`config.mk`:
```
export PLATFORM = sky130hd
export DESIGN_NAME = ultrasonic_echo_ranger_flat
export DESIGN_NICKNAME = d
export VERILOG_FILES = /design/src/hw/rtl/rng_pkg.sv /design/src/hw/rtl/rng_ifs.sv /design/src/hw/rtl/rng_front.sv /design/src/hw/rtl/rng_queue.sv /design/src/hw/rtl/rng_back.sv /design/src/hw/rtl/ultrasonic_echo_ranger.sv /design/src/flat_wrapper.sv
export SDC_FILE = /design/constraint.sdc
export NUM_CORES = 1
export LEC_CHECK = 0
export BUFFER_PORTS_ARGS = -buffer_cell sky130_fd_sc_hd__buf_2
export CORE_MARGIN = 10
export CORE_UTILIZATION = 29
export CTS_BUF_LIST = sky130_fd_sc_hd__clkbuf_8
export DETAILED_ROUTE_END_ITERATION = 12
export SLEW_MARGIN = 5
export SYNTH_ARGS = -nofsm -noshare
export SYNTH_HDL_FRONTEND = slang
export SYNTH_SLANG_ARGS = --single-unit
```
`constraint.sdc`:
```
create_clock -name clk -period 9.5 [get_ports clk]
set_input_delay 1.9 -clock clk [delete_from_list [all_inputs] [get_ports clk]]
set_output_delay 1.9 -clock clk [all_outputs]
set_load 0.01 [all_outputs]
```
`src/hw/rtl/rng_pkg.sv`:
```
// ----------------------------------------------------------------------------
// rng_pkg
// shared types, register codes and helpers of the ultrasonic echo ranger
// ----------------------------------------------------------------------------
package rng_pkg;

  // configuration register indexes
  localparam logic [2:0] CFG_SCALE_Q16       = 3'd0;
  localparam logic [2:0] CFG_MAX_DISTANCE    = 3'd1;
  localparam logic [2:0] CFG_ALARM_THRESHOLD = 3'd2;
  localparam logic [2:0] CFG_TIMEOUT_TICKS   = 3'd3;
  localparam logic [2:0] CFG_TRIGGER_TICKS   = 3'd4;

  // register reset values
  localparam logic [15:0] SCALE_Q16_RST       = 16'd11452;
  localparam logic [13:0] MAX_DISTANCE_RST    = 14'd4000;
  localparam logic [13:0] ALARM_THRESHOLD_RST = 14'd1000;
  localparam logic [15:0] TIMEOUT_TICKS_RST   = 16'd18000;
  localparam logic [7:0]  TRIGGER_TICKS_RST   = 8'd10;

  // largest distance that still fits four digits
  localparam logic [15:0] RANGE_LIMIT = 16'd9999;

  // how a tick ends the measurement, if at all
  typedef enum logic [1:0] {
    FIN_NONE    = 2'd0,
    FIN_MEAS    = 2'd1,
    FIN_TIMEOUT = 2'd2
  } rng_fin_t;

  // classified tick, front to back
  typedef struct packed {
    logic        trig;
    logic        done;
    logic        busy;
    rng_fin_t    fin;
    logic [15:0] ticks;
  } rng_evt_t;

  // one full result
  typedef struct packed {
    logic        trigger;
    logic        done_res;
    logic        busy_res;
    logic [13:0] range_mm;
    logic [3:0]  digit_thousands;
    logic [3:0]  digit_hundreds;
    logic [3:0]  digit_tens;
    logic [3:0]  digit_ones;
    logic        alarm;
    logic        timed_out;
  } rng_res_t;

  // one decimal digit and what is left below it
  typedef struct packed {
    logic [3:0]  digit;
    logic [13:0] rest;
  } rng_dig_t;

  // value below ten units: digit by parallel compares, then one subtract
  function automatic rng_dig_t dec_split(input logic [13:0] value,
                                         input logic [13:0] unit);
    rng_dig_t d;
    d.digit = '0;
    for (int k = 1; k < 10; k++) begin
      if (value >= 14'(k) * unit) begin
        d.digit = 4'(k);
      end
    end
    d.rest = value - 14'(d.digit) * unit;
    return d;
  endfunction

endpackage

```
`src/hw/rtl/rng_ifs.sv`:
```
// ----------------------------------------------------------------------------
// rng_ifs
// valid/ready channels for input ticks and results
// ----------------------------------------------------------------------------
interface rng_tick_if;
  logic valid;
  logic ready;
  logic start_req;
  logic echo;

  modport source (output valid, start_req, echo, input ready);
  modport sink   (input valid, start_req, echo, output ready);
endinterface

interface rng_res_if;
  logic        valid;
  logic        ready;
  logic        trigger;
  logic        done_res;
  logic        busy_res;
  logic [13:0] range_mm;
  logic [3:0]  digit_thousands;
  logic [3:0]  digit_hundreds;
  logic [3:0]  digit_tens;
  logic [3:0]  digit_ones;
  logic        alarm;
  logic        timed_out;

  modport source (output valid, trigger, done_res, busy_res, range_mm, digit_thousands,
                  digit_hundreds, digit_tens, digit_ones, alarm, timed_out,
                  input ready);
  modport sink   (input valid, trigger, done_res, busy_res, range_mm, digit_thousands,
                  digit_hundreds, digit_tens, digit_ones, alarm, timed_out,
                  output ready);
endinterface

```
`src/hw/rtl/rng_front.sv`:
```
// ----------------------------------------------------------------------------
// rng_front
// measurement sequencer: takes ticks and classifies each into an event
// ----------------------------------------------------------------------------
module rng_front (
  input  logic               clk,
  input  logic               rst,
  rng_tick_if.sink           tick,
  input  logic [7:0]         trigger_ticks,
  input  logic [15:0]        timeout_ticks,
  input  logic               push_ready,
  output logic               push,
  output rng_pkg::rng_evt_t  evt
);

  typedef enum logic [3:0] {
    PH_IDLE = 4'b0001,
    PH_TRIG = 4'b0010,
    PH_WAIT = 4'b0100,
    PH_HIGH = 4'b1000
  } phase_t;

  phase_t      phase, phase_next;
  logic [15:0] tick_count, tick_count_next;
  logic [15:0] count_inc;

  assign tick.ready = push_ready;
  assign push       = tick.valid && push_ready;
  assign count_inc  = tick_count + 16'd1;

  always_comb begin
    phase_next      = phase;
    tick_count_next = tick_count;
    evt.trig        = 1'b0;
    evt.fin         = rng_pkg::FIN_NONE;
    evt.ticks       = tick_count;
    case (phase)
      PH_IDLE: begin
        if (tick.start_req) begin
          phase_next      = PH_TRIG;
          tick_count_next = '0;
        end
      end
      PH_TRIG: begin
        evt.trig = 1'b1;
        if (count_inc >= {8'd0, trigger_ticks}) begin
          phase_next      = PH_WAIT;
          tick_count_next = '0;
        end else begin
          tick_count_next = count_inc;
        end
      end
      PH_WAIT: begin
        if (tick.echo) begin
          if (timeout_ticks <= 16'd1) begin
            evt.fin         = rng_pkg::FIN_TIMEOUT;
            evt.ticks       = 16'd1;
            phase_next      = PH_IDLE;
            tick_count_next = '0;
          end else begin
            phase_next      = PH_HIGH;
            tick_count_next = 16'd1;
          end
        end
      end
      PH_HIGH: begin
        if (tick.echo) begin
          if (count_inc >= timeout_ticks) begin
            evt.fin         = rng_pkg::FIN_TIMEOUT;
            evt.ticks       = count_inc;
            phase_next      = PH_IDLE;
            tick_count_next = '0;
          end else begin
            tick_count_next = count_inc;
          end
        end else begin
          // falling edge: measure the ticks counted so far
          evt.fin         = rng_pkg::FIN_MEAS;
          phase_next      = PH_IDLE;
          tick_count_next = '0;
        end
      end
      default: begin
        phase_next      = PH_IDLE;
        tick_count_next = '0;
      end
    endcase
    evt.done = (evt.fin != rng_pkg::FIN_NONE);
    evt.busy = (phase_next != PH_IDLE);
  end

  always_ff @(posedge clk) begin
    if (rst) begin
      phase      <= PH_IDLE;
      tick_count <= '0;
    end else if (push) begin
      phase      <= phase_next;
      tick_count <= tick_count_next;
    end
  end

  assert property (@(posedge clk) disable iff (rst)
    push && evt.done |-> !evt.busy && !evt.trig)
    else $error("finishing tick leaves the sequencer busy");

  assert property (@(posedge clk) disable iff (rst)
    push && evt.trig |-> evt.busy)
    else $error("trigger tick reports idle");

endmodule

```
`src/hw/rtl/rng_queue.sv`:
```
// ----------------------------------------------------------------------------
// rng_queue
// short event queue between sequencer and arithmetic pipeline
// ----------------------------------------------------------------------------
module rng_queue #(
  parameter int DEPTH = 4
) (
  input  logic               clk,
  input  logic               rst,
  input  logic               push,
  input  rng_pkg::rng_evt_t  push_data,
  output logic               push_ready,
  input  logic               pop,
  output logic               pop_valid,
  output rng_pkg::rng_evt_t  pop_data
);

  localparam int PW = (DEPTH > 1) ? $clog2(DEPTH) : 1;
  localparam int CW = $clog2(DEPTH + 1);

  rng_pkg::rng_evt_t slots [DEPTH];
  logic [PW-1:0]     wr_ptr, rd_ptr;
  logic [CW-1:0]     count;

  assign push_ready = (count != CW'(DEPTH));
  assign pop_valid  = (count != '0);
  assign pop_data   = slots[rd_ptr];

  always_ff @(posedge clk) begin
    if (push) begin
      slots[wr_ptr] <= push_data;
    end
  end

  always_ff @(posedge clk) begin
    if (rst) begin
      wr_ptr <= '0;
      rd_ptr <= '0;
      count  <= '0;
    end else begin
      if (push) begin
        wr_ptr <= (wr_ptr == PW'(DEPTH - 1)) ? '0 : wr_ptr + PW'(1);
      end
      if (pop) begin
        rd_ptr <= (rd_ptr == PW'(DEPTH - 1)) ? '0 : rd_ptr + PW'(1);
      end
      if (push && !pop) begin
        count <= count + CW'(1);
      end else if (pop && !push) begin
        count <= count - CW'(1);
      end
    end
  end

  assert property (@(posedge clk) disable iff (rst)
    !(push && !push_ready) && !(pop && !pop_valid))
    else $error("queue overflow or underflow");

endmodule

```
`src/hw/rtl/rng_back.sv`:
```
// ----------------------------------------------------------------------------
// rng_back
// arithmetic pipeline: distance, limit and alarm, then decimal digits
// ----------------------------------------------------------------------------
module rng_back (
  input  logic               clk,
  input  logic               rst,
  input  logic [15:0]        scale_q16,
  input  logic [13:0]        max_distance,
  input  logic [13:0]        alarm_threshold,
  input  logic               q_valid,
  input  rng_pkg::rng_evt_t  q_data,
  output logic               q_pop,
  rng_res_if.source          res
);

  logic               advance;
  logic               v1, v2, v3, v4, v5;
  rng_pkg::rng_evt_t  e1;
  logic [31:0]        prod1;
  rng_pkg::rng_res_t  r2, r3, r4, r5;
  rng_pkg::rng_res_t  r3_next, r4_next, r5_next;
  logic [13:0]        rem3, rem4;

  logic [13:0]        last_range, last_range_next;
  logic               alarm_flag, alarm_flag_next;
  logic               timeout_flag, timeout_flag_next;
  logic [15:0]        meas_mm;
  logic [13:0]        dist_ok;
  rng_pkg::rng_dig_t  sp3, sp4, sp5;

  assign advance = !v5 || res.ready;
  assign q_pop   = advance && q_valid;

  // limit and alarm of the finishing measurement
  assign meas_mm = prod1[31:16];
  assign dist_ok = (meas_mm > {2'd0, max_distance} || meas_mm > rng_pkg::RANGE_LIMIT)
                 ? '0 : meas_mm[13:0];

  always_comb begin
    last_range_next   = last_range;
    alarm_flag_next   = alarm_flag;
    timeout_flag_next = timeout_flag;
    case (e1.fin)
      rng_pkg::FIN_MEAS: begin
        last_range_next   = dist_ok;
        alarm_flag_next   = (dist_ok > alarm_threshold);
        timeout_flag_next = 1'b0;
      end
      rng_pkg::FIN_TIMEOUT: begin
        last_range_next   = '0;
        alarm_flag_next   = 1'b0;
        timeout_flag_next = 1'b1;
      end
      default: begin
      end
    endcase
  end

  assign sp3 = rng_pkg::dec_split(r2.range_mm, 14'd1000);
  assign sp4 = rng_pkg::dec_split(rem3, 14'd100);
  assign sp5 = rng_pkg::dec_split(rem4, 14'd10);

  // each digit stage passes the result on with one more digit filled in; the last stage fills in both tens and ones
  always_comb begin
    r3_next                 = r2;
    r3_next.digit_thousands = sp3.digit;
    r4_next                 = r3;
    r4_next.digit_hundreds  = sp4.digit;
    r5_next                 = r4;
    r5_next.digit_tens      = sp5.digit;
    r5_next.digit_ones      = sp5.rest[3:0];
  end

  always_ff @(posedge clk) begin
    if (rst) begin
      v1           <= 1'b0;
      v2           <= 1'b0;
      v3           <= 1'b0;
      v4           <= 1'b0;
      v5           <= 1'b0;
      last_range   <= '0;
      alarm_flag   <= 1'b0;
      timeout_flag <= 1'b0;
    end else if (advance) begin
      v1 <= q_valid;
      v2 <= v1;
      v3 <= v2;
      v4 <= v3;
      v5 <= v4;
      if (v1) begin
        last_range   <= last_range_next;
        alarm_flag   <= alarm_flag_next;
        timeout_flag <= timeout_flag_next;
      end
    end
  end

  always_ff @(posedge clk) begin
    if (advance) begin
      e1    <= q_data;
      prod1 <= 32'(q_data.ticks) * 32'(scale_q16);

      r2.trigger         <= e1.trig;
      r2.done_res        <= e1.done;
      r2.busy_res        <= e1.busy;
      r2.range_mm        <= last_range_next;
      r2.digit_thousands <= '0;
      r2.digit_hundreds  <= '0;
      r2.digit_tens      <= '0;
      r2.digit_ones      <= '0;
      r2.alarm           <= alarm_flag_next;
      r2.timed_out       <= timeout_flag_next;

      r3   <= r3_next;
      rem3 <= sp3.rest;

      r4   <= r4_next;
      rem4 <= sp4.rest;

      r5   <= r5_next;
    end
  end

  assign res.valid           = v5;
  assign res.trigger         = r5.trigger;
  assign res.done_res        = r5.done_res;
  assign res.busy_res        = r5.busy_res;
  assign res.range_mm        = r5.range_mm;
  assign res.digit_thousands = r5.digit_thousands;
  assign res.digit_hundreds  = r5.digit_hundreds;
  assign res.digit_tens      = r5.digit_tens;
  assign res.digit_ones      = r5.digit_ones;
  assign res.alarm           = r5.alarm;
  assign res.timed_out       = r5.timed_out;

  assert property (@(posedge clk) disable iff (rst)
    res.valid |-> (14'(res.digit_thousands) * 14'd1000 + 14'(res.digit_hundreds) * 14'd100
                   + 14'(res.digit_tens) * 14'd10 + 14'(res.digit_ones)) == res.range_mm)
    else $error("decimal digits disagree with range");

  assert property (@(posedge clk) disable iff (rst)
    res.valid && res.timed_out |-> res.range_mm == '0 && !res.alarm)
    else $error("timed out result carries a distance or alarm");

endmodule

```
`src/hw/rtl/ultrasonic_echo_ranger.sv`:
```
// ----------------------------------------------------------------------------
// ultrasonic_echo_ranger
// path: a tick's request is written into the queue when it is taken, then its
//   result passes through 5 pipeline stages; a full queue or a stalled
//   receiver holds it back
// throughput: one tick request per cycle while the queue has room
// reset: rst clears sequencer, queue, pipeline valids and last result, and
//   loads the register defaults
// ----------------------------------------------------------------------------
module ultrasonic_echo_ranger #(
  parameter int QUEUE_DEPTH = 4
) (
  input  logic        clk,
  input  logic        rst,
  rng_tick_if.sink    tick,
  rng_res_if.source   res,
  input  logic        cfg_we,
  input  logic [2:0]  cfg_index,
  input  logic [15:0] cfg_wdata
);

  // configuration registers
  logic [15:0] scale_q16;
  logic [13:0] max_distance;
  logic [13:0] alarm_threshold;
  logic [15:0] timeout_ticks;
  logic [7:0]  trigger_ticks;

  // front to queue
  logic              push, push_ready;
  rng_pkg::rng_evt_t push_data;

  // queue to back
  logic              pop, pop_valid;
  rng_pkg::rng_evt_t pop_data;

  // register writes, indexes beyond the list are dropped
  always_ff @(posedge clk) begin
    if (rst) begin
      scale_q16       <= rng_pkg::SCALE_Q16_RST;
      max_distance    <= rng_pkg::MAX_DISTANCE_RST;
      alarm_threshold <= rng_pkg::ALARM_THRESHOLD_RST;
      timeout_ticks   <= rng_pkg::TIMEOUT_TICKS_RST;
      trigger_ticks   <= rng_pkg::TRIGGER_TICKS_RST;
    end else if (cfg_we) begin
      case (cfg_index)
        rng_pkg::CFG_SCALE_Q16:       scale_q16       <= cfg_wdata;
        rng_pkg::CFG_MAX_DISTANCE:    max_distance    <= cfg_wdata[13:0];
        rng_pkg::CFG_ALARM_THRESHOLD: alarm_threshold <= cfg_wdata[13:0];
        rng_pkg::CFG_TIMEOUT_TICKS:   timeout_ticks   <= cfg_wdata;
        rng_pkg::CFG_TRIGGER_TICKS:   trigger_ticks   <= cfg_wdata[7:0];
        default: begin
        end
      endcase
    end
  end

  // sequencer: one tick per cycle while the queue has room, turns each request into an event
  rng_front u_front (
    .clk           (clk),
    .rst           (rst),
    .tick          (tick),
    .trigger_ticks (trigger_ticks),
    .timeout_ticks (timeout_ticks),
    .push_ready    (push_ready),
    .push          (push),
    .evt           (push_data)
  );

  // decouples the sequencer from result back-pressure
  rng_queue #(
    .DEPTH (QUEUE_DEPTH)
  ) u_queue (
    .clk        (clk),
    .rst        (rst),
    .push       (push),
    .push_data  (push_data),
    .push_ready (push_ready),
    .pop        (pop),
    .pop_valid  (pop_valid),
    .pop_data   (pop_data)
  );

  // multiply, range limit, alarm, last-result hold and digit split
  rng_back u_back (
    .clk             (clk),
    .rst             (rst),
    .scale_q16       (scale_q16),
    .max_distance    (max_distance),
    .alarm_threshold (alarm_threshold),
    .q_valid         (pop_valid),
    .q_data          (pop_data),
    .q_pop           (pop),
    .res             (res)
  );

endmodule

```
`src/flat_wrapper.sv`:
```
// flat-port wrapper written by rule: the top's interface ports become plain ports
module ultrasonic_echo_ranger_flat 
#(
  parameter int QUEUE_DEPTH = 4
)
  (clk, rst, cfg_we, cfg_index, cfg_wdata, tick_valid, tick_start_req, tick_echo, tick_ready, res_valid, res_trigger, res_done_res, res_busy_res, res_range_mm, res_digit_thousands, res_digit_hundreds, res_digit_tens, res_digit_ones, res_alarm, res_timed_out, res_ready);
  rng_tick_if tick_i ();
  rng_res_if res_i ();
  input  logic clk;
  input  logic rst;
  input  logic cfg_we;
  input  logic [2:0] cfg_index;
  input  logic [15:0] cfg_wdata;
  input wire logic [$bits(tick_i.valid)-1:0] tick_valid;
  input wire logic [$bits(tick_i.start_req)-1:0] tick_start_req;
  input wire logic [$bits(tick_i.echo)-1:0] tick_echo;
  output wire logic [$bits(tick_i.ready)-1:0] tick_ready;
  output wire logic [$bits(res_i.valid)-1:0] res_valid;
  output wire logic [$bits(res_i.trigger)-1:0] res_trigger;
  output wire logic [$bits(res_i.done_res)-1:0] res_done_res;
  output wire logic [$bits(res_i.busy_res)-1:0] res_busy_res;
  output wire logic [$bits(res_i.range_mm)-1:0] res_range_mm;
  output wire logic [$bits(res_i.digit_thousands)-1:0] res_digit_thousands;
  output wire logic [$bits(res_i.digit_hundreds)-1:0] res_digit_hundreds;
  output wire logic [$bits(res_i.digit_tens)-1:0] res_digit_tens;
  output wire logic [$bits(res_i.digit_ones)-1:0] res_digit_ones;
  output wire logic [$bits(res_i.alarm)-1:0] res_alarm;
  output wire logic [$bits(res_i.timed_out)-1:0] res_timed_out;
  input wire logic [$bits(res_i.ready)-1:0] res_ready;
  assign tick_i.valid = tick_valid;
  assign tick_i.start_req = tick_start_req;
  assign tick_i.echo = tick_echo;
  assign tick_ready = tick_i.ready;
  assign res_valid = res_i.valid;
  assign res_trigger = res_i.trigger;
  assign res_done_res = res_i.done_res;
  assign res_busy_res = res_i.busy_res;
  assign res_range_mm = res_i.range_mm;
  assign res_digit_thousands = res_i.digit_thousands;
  assign res_digit_hundreds = res_i.digit_hundreds;
  assign res_digit_tens = res_i.digit_tens;
  assign res_digit_ones = res_i.digit_ones;
  assign res_alarm = res_i.alarm;
  assign res_timed_out = res_i.timed_out;
  assign res_i.ready = res_ready;
  ultrasonic_echo_ranger #(.QUEUE_DEPTH(QUEUE_DEPTH)) u_core (.clk(clk), .rst(rst), .tick(tick_i), .res(res_i), .cfg_we(cfg_we), .cfg_index(cfg_index), .cfg_wdata(cfg_wdata));
endmodule
```
==> results.toml <==
[outcome]
outcome = "complete, no violations"

[layout]
fin_nets = 2829
drive_gt1_frac = 0.07923
fillers = 8622
seq_area_um2 = 9299
multi_input_comb_area_um2 = 13500
area_growth_pct = 10.17
final_cell_mix = "inv_1, nand2_1, edfxtp_1, ha_1, fa_1"
layout_commonest_cell = "inv_1"

[sta]
tightestPinTransition_ps = 1123
hold_viol = 0
final.period_utilization = 0.7851
maxSlewHeadroom = 0.2514
finalSetupTns_ps = 0
finalSetupViolCount = 0
finClkSkew_ps = 22.10
max_clock_freq_mhz = 134.1
drv_slew = 0
rsz0062_at_grt = "no"
fin_crit_ps = 7458

[critical_path]
reg2reg_depth = 20
slowest_stage = "mux4_2"
crit_buf_inv = 4
cp_data_required_time_ps = 9850
regToRegEndpoint = "u_core.u_back.prod1[31]"
start_kind = "flip-flop"
worstSetupEndpointType = "flip-flop"
worst_path_most_repeated_cell = "fa_1"
r2r_setup_slack_ps = 2040
worstSetupPathType = "flip-flop to flip-flop"
path_cells = "buf_4 > mux4_2 > nand2_1 > fa_1 > fa_1 > fa_1 > fa_1 > inv_1 > fa_1 > inv_1 > fa_1 > inv_1 > ha_1 > nand2_1 > or3_1 > o31a_2 > o31ai_4 > a211o_1 > a311oi_2 > xnor2_1"
crit_fanout = 16
slowest_delay_ps = 770
arrival_ps = 7810
cp_top_family = "adder cells"

[global_routing]
first_global_vias = 16382
grt_max_degree = 84
antenna_found_initial = 1
grtUsageTotal = 0.1177
overflow = 0
grt_pass1_wl_mm = 90.71

[clocking]
ctsLongestPathBuffers = 3
ctsHoldBuffers = 0
numClockSinks = 349
cts_tree = "yes"
cts-buffers-inserted = 54
clk_pin_slew_worst_paths_ps = 70
cts-resized-gates = 0
cts_setup_buffers = 0
cts-root-buf = "clkbuf_8"
htreeDepth = 2
clock_latency_ps = 620

[floorplan]
die_h_um = 310.4
core_um2 = 83690
floorplan.initialDensity = 0.2922
die-area_um2 = 96350
row_count = 106
die_w_um = 310.4
io_pins = 63

[synth]
synth_area_um2 = 24460
ys_types = 72
syn-num-nets = 2795
ys_top_cells_by_area = "edfxtp_1, fa_1, ha_1"
ys_ff_latch = 349
synth_edf_count = 231
synth-main-ff-cell = "edfxtp_1"
yosysWarnings = 0
avgSynthCellArea_um2 = 10.37
synthCells = 2358
async_reset_ff_frac = 0
yosys.area.top_type = "edfxtp_1"
synth_top_cell_area_share = 0.2836
yosysSeqAreaShare = 0.3802

[routing]
final_antenna_net_count = 0
vias_per_cell = 4.617
drc = 0
vias = 16492
firstDrtPassIters = 8
wl_per_cell_um = 15.94
routed_wl_mm = 56.94
drt_iter0_drc = 989

[placement]
dp_hpwl_mm = 41.54
port_buffers = 62
gp_congestion = 0.8294

[min_path]
hp-start = "u_core.u_back.r3[14]"
hp-class = "flip-flop to flip-flop"
hold_depth = 0
hold_end = "u_core.u_back.r4[14]"

[job]
cap_viol_max_count = 0
registers in the layout, summed over array words and instances (netlist names), 5 cells and up, named ones only:
signal / flops
u_core.u_back.r2: 19
u_core.u_back.rem4: 12
u_core.u_back.e1: 5
u_core.timeout_ticks: 16
u_core.trigger_ticks: 8
u_core.alarm_threshold: 14
u_core.u_front.tick_count: 16
u_core.max_distance: 14
u_core.u_back.rem3: 11
u_core.u_back.prod1: 16
u_core.scale_q16: 16
u_core.u_back.r4: 27
u_core.u_back.res.range_mm: 14
u_core.u_back.r3: 23
u_core.u_queue.slots: 84
u_core.u_back.last_range: 14
kinds of logic (layout without fill, tap and decap cells):
group | count (synthesis) | count (layout) | synth area share
other | 0 | 2 | 0
XOR/XNOR | 56 | 56 | 0.02005
buffers and inverters | 437 | 515 | 0.06768
adder cells (fa/ha/maj) | 411 | 411 | 0.2732
AO/OA/AOI/OAI | 338 | 338 | 0.09065
flip-flops | 349 | 349 | 0.3802
multiplexers | 26 | 26 | 0.02154
AND/OR/NAND/NOR | 741 | 741 | 0.1467
routing by layer:
metal	share of wire	wire [µm]	GRT usage
met1	0.46	26000	0.1581
met2	0.48	27110	0.1975
met3	0.049	2814	0.01862
met4	0.018	1007	0.02572
met5	0	0	0
Yosys cell counts (18+ instances only):
| cell | count |
|---|---|
| xnor2_1 | 32 |
| inv_1 | 341 |
| fa_1 | 205 |
| a22o_1 | 18 |
| nor2_1 | 78 |
| edfxtp_1 | 231 |
| o21ai_0 | 70 |
| mux4_2 | 21 |
| dfxtp_1 | 118 |
| nor2b_1 | 20 |
| nor3_1 | 23 |
| nand2_1 | 344 |
| nand3_1 | 31 |
| and2_1 | 137 |
| a21oi_1 | 111 |
| ha_1 | 206 |
| clkbuf_1 | 74 |
| xor2_1 | 24 |
| a21o_1 | 26 |
| nand3b_1 | 23 |
final cells by class:
cell class                 count  share of cell area
clock inverter                43            0.009380
multi-input combinational   1572              0.5011
antenna                        2           0.0001857
sequential                   349              0.3451
clock buffer                  57             0.02912
tap                         1134             0.05266
timing repair buffer          73             0.01458
inverter                     342             0.04783
worst max-delay path by stage:
stage | end | start | cells past startpoint | slack, ps
4_1_cts | u_core.u_back.prod1[31] | flip-flop | 20 | 2020
5_1_grt | u_core.u_back.prod1[31] | flip-flop | 20 | 1720
3_3_place_gp | u_core.u_back.prod1[31] | flip-flop | 20 | 2060
2_1_floorplan | u_core.u_back.prod1[31] | flip-flop | 22 | 2140
6_report | u_core.u_back.prod1[31] | flip-flop | 20 | 2040
3_5_place_dp | u_core.u_back.prod1[31] | flip-flop | 20 | 2010
per-stage QoR:
stage	hold WS [ps]	cell area (µm²)	worst slack, ps	instances	util
2_1_floorplan	400.3	24460	2145	2358	-
3_3_place_gp	400.6	25900	2061	3470	0.3095
3_5_place_dp	405.2	25900	2014	3470	0.3095
4_1_cts	420.0	26940	2024	3570	0.3219
5_1_grt	423.2	26940	1718	3572	0.3220
6_report	418.1	26940	2042	3572	0.3220
Power is not shown: default switching activity piles up to over one toggle a cycle in this logic, so the estimate is an artifact.
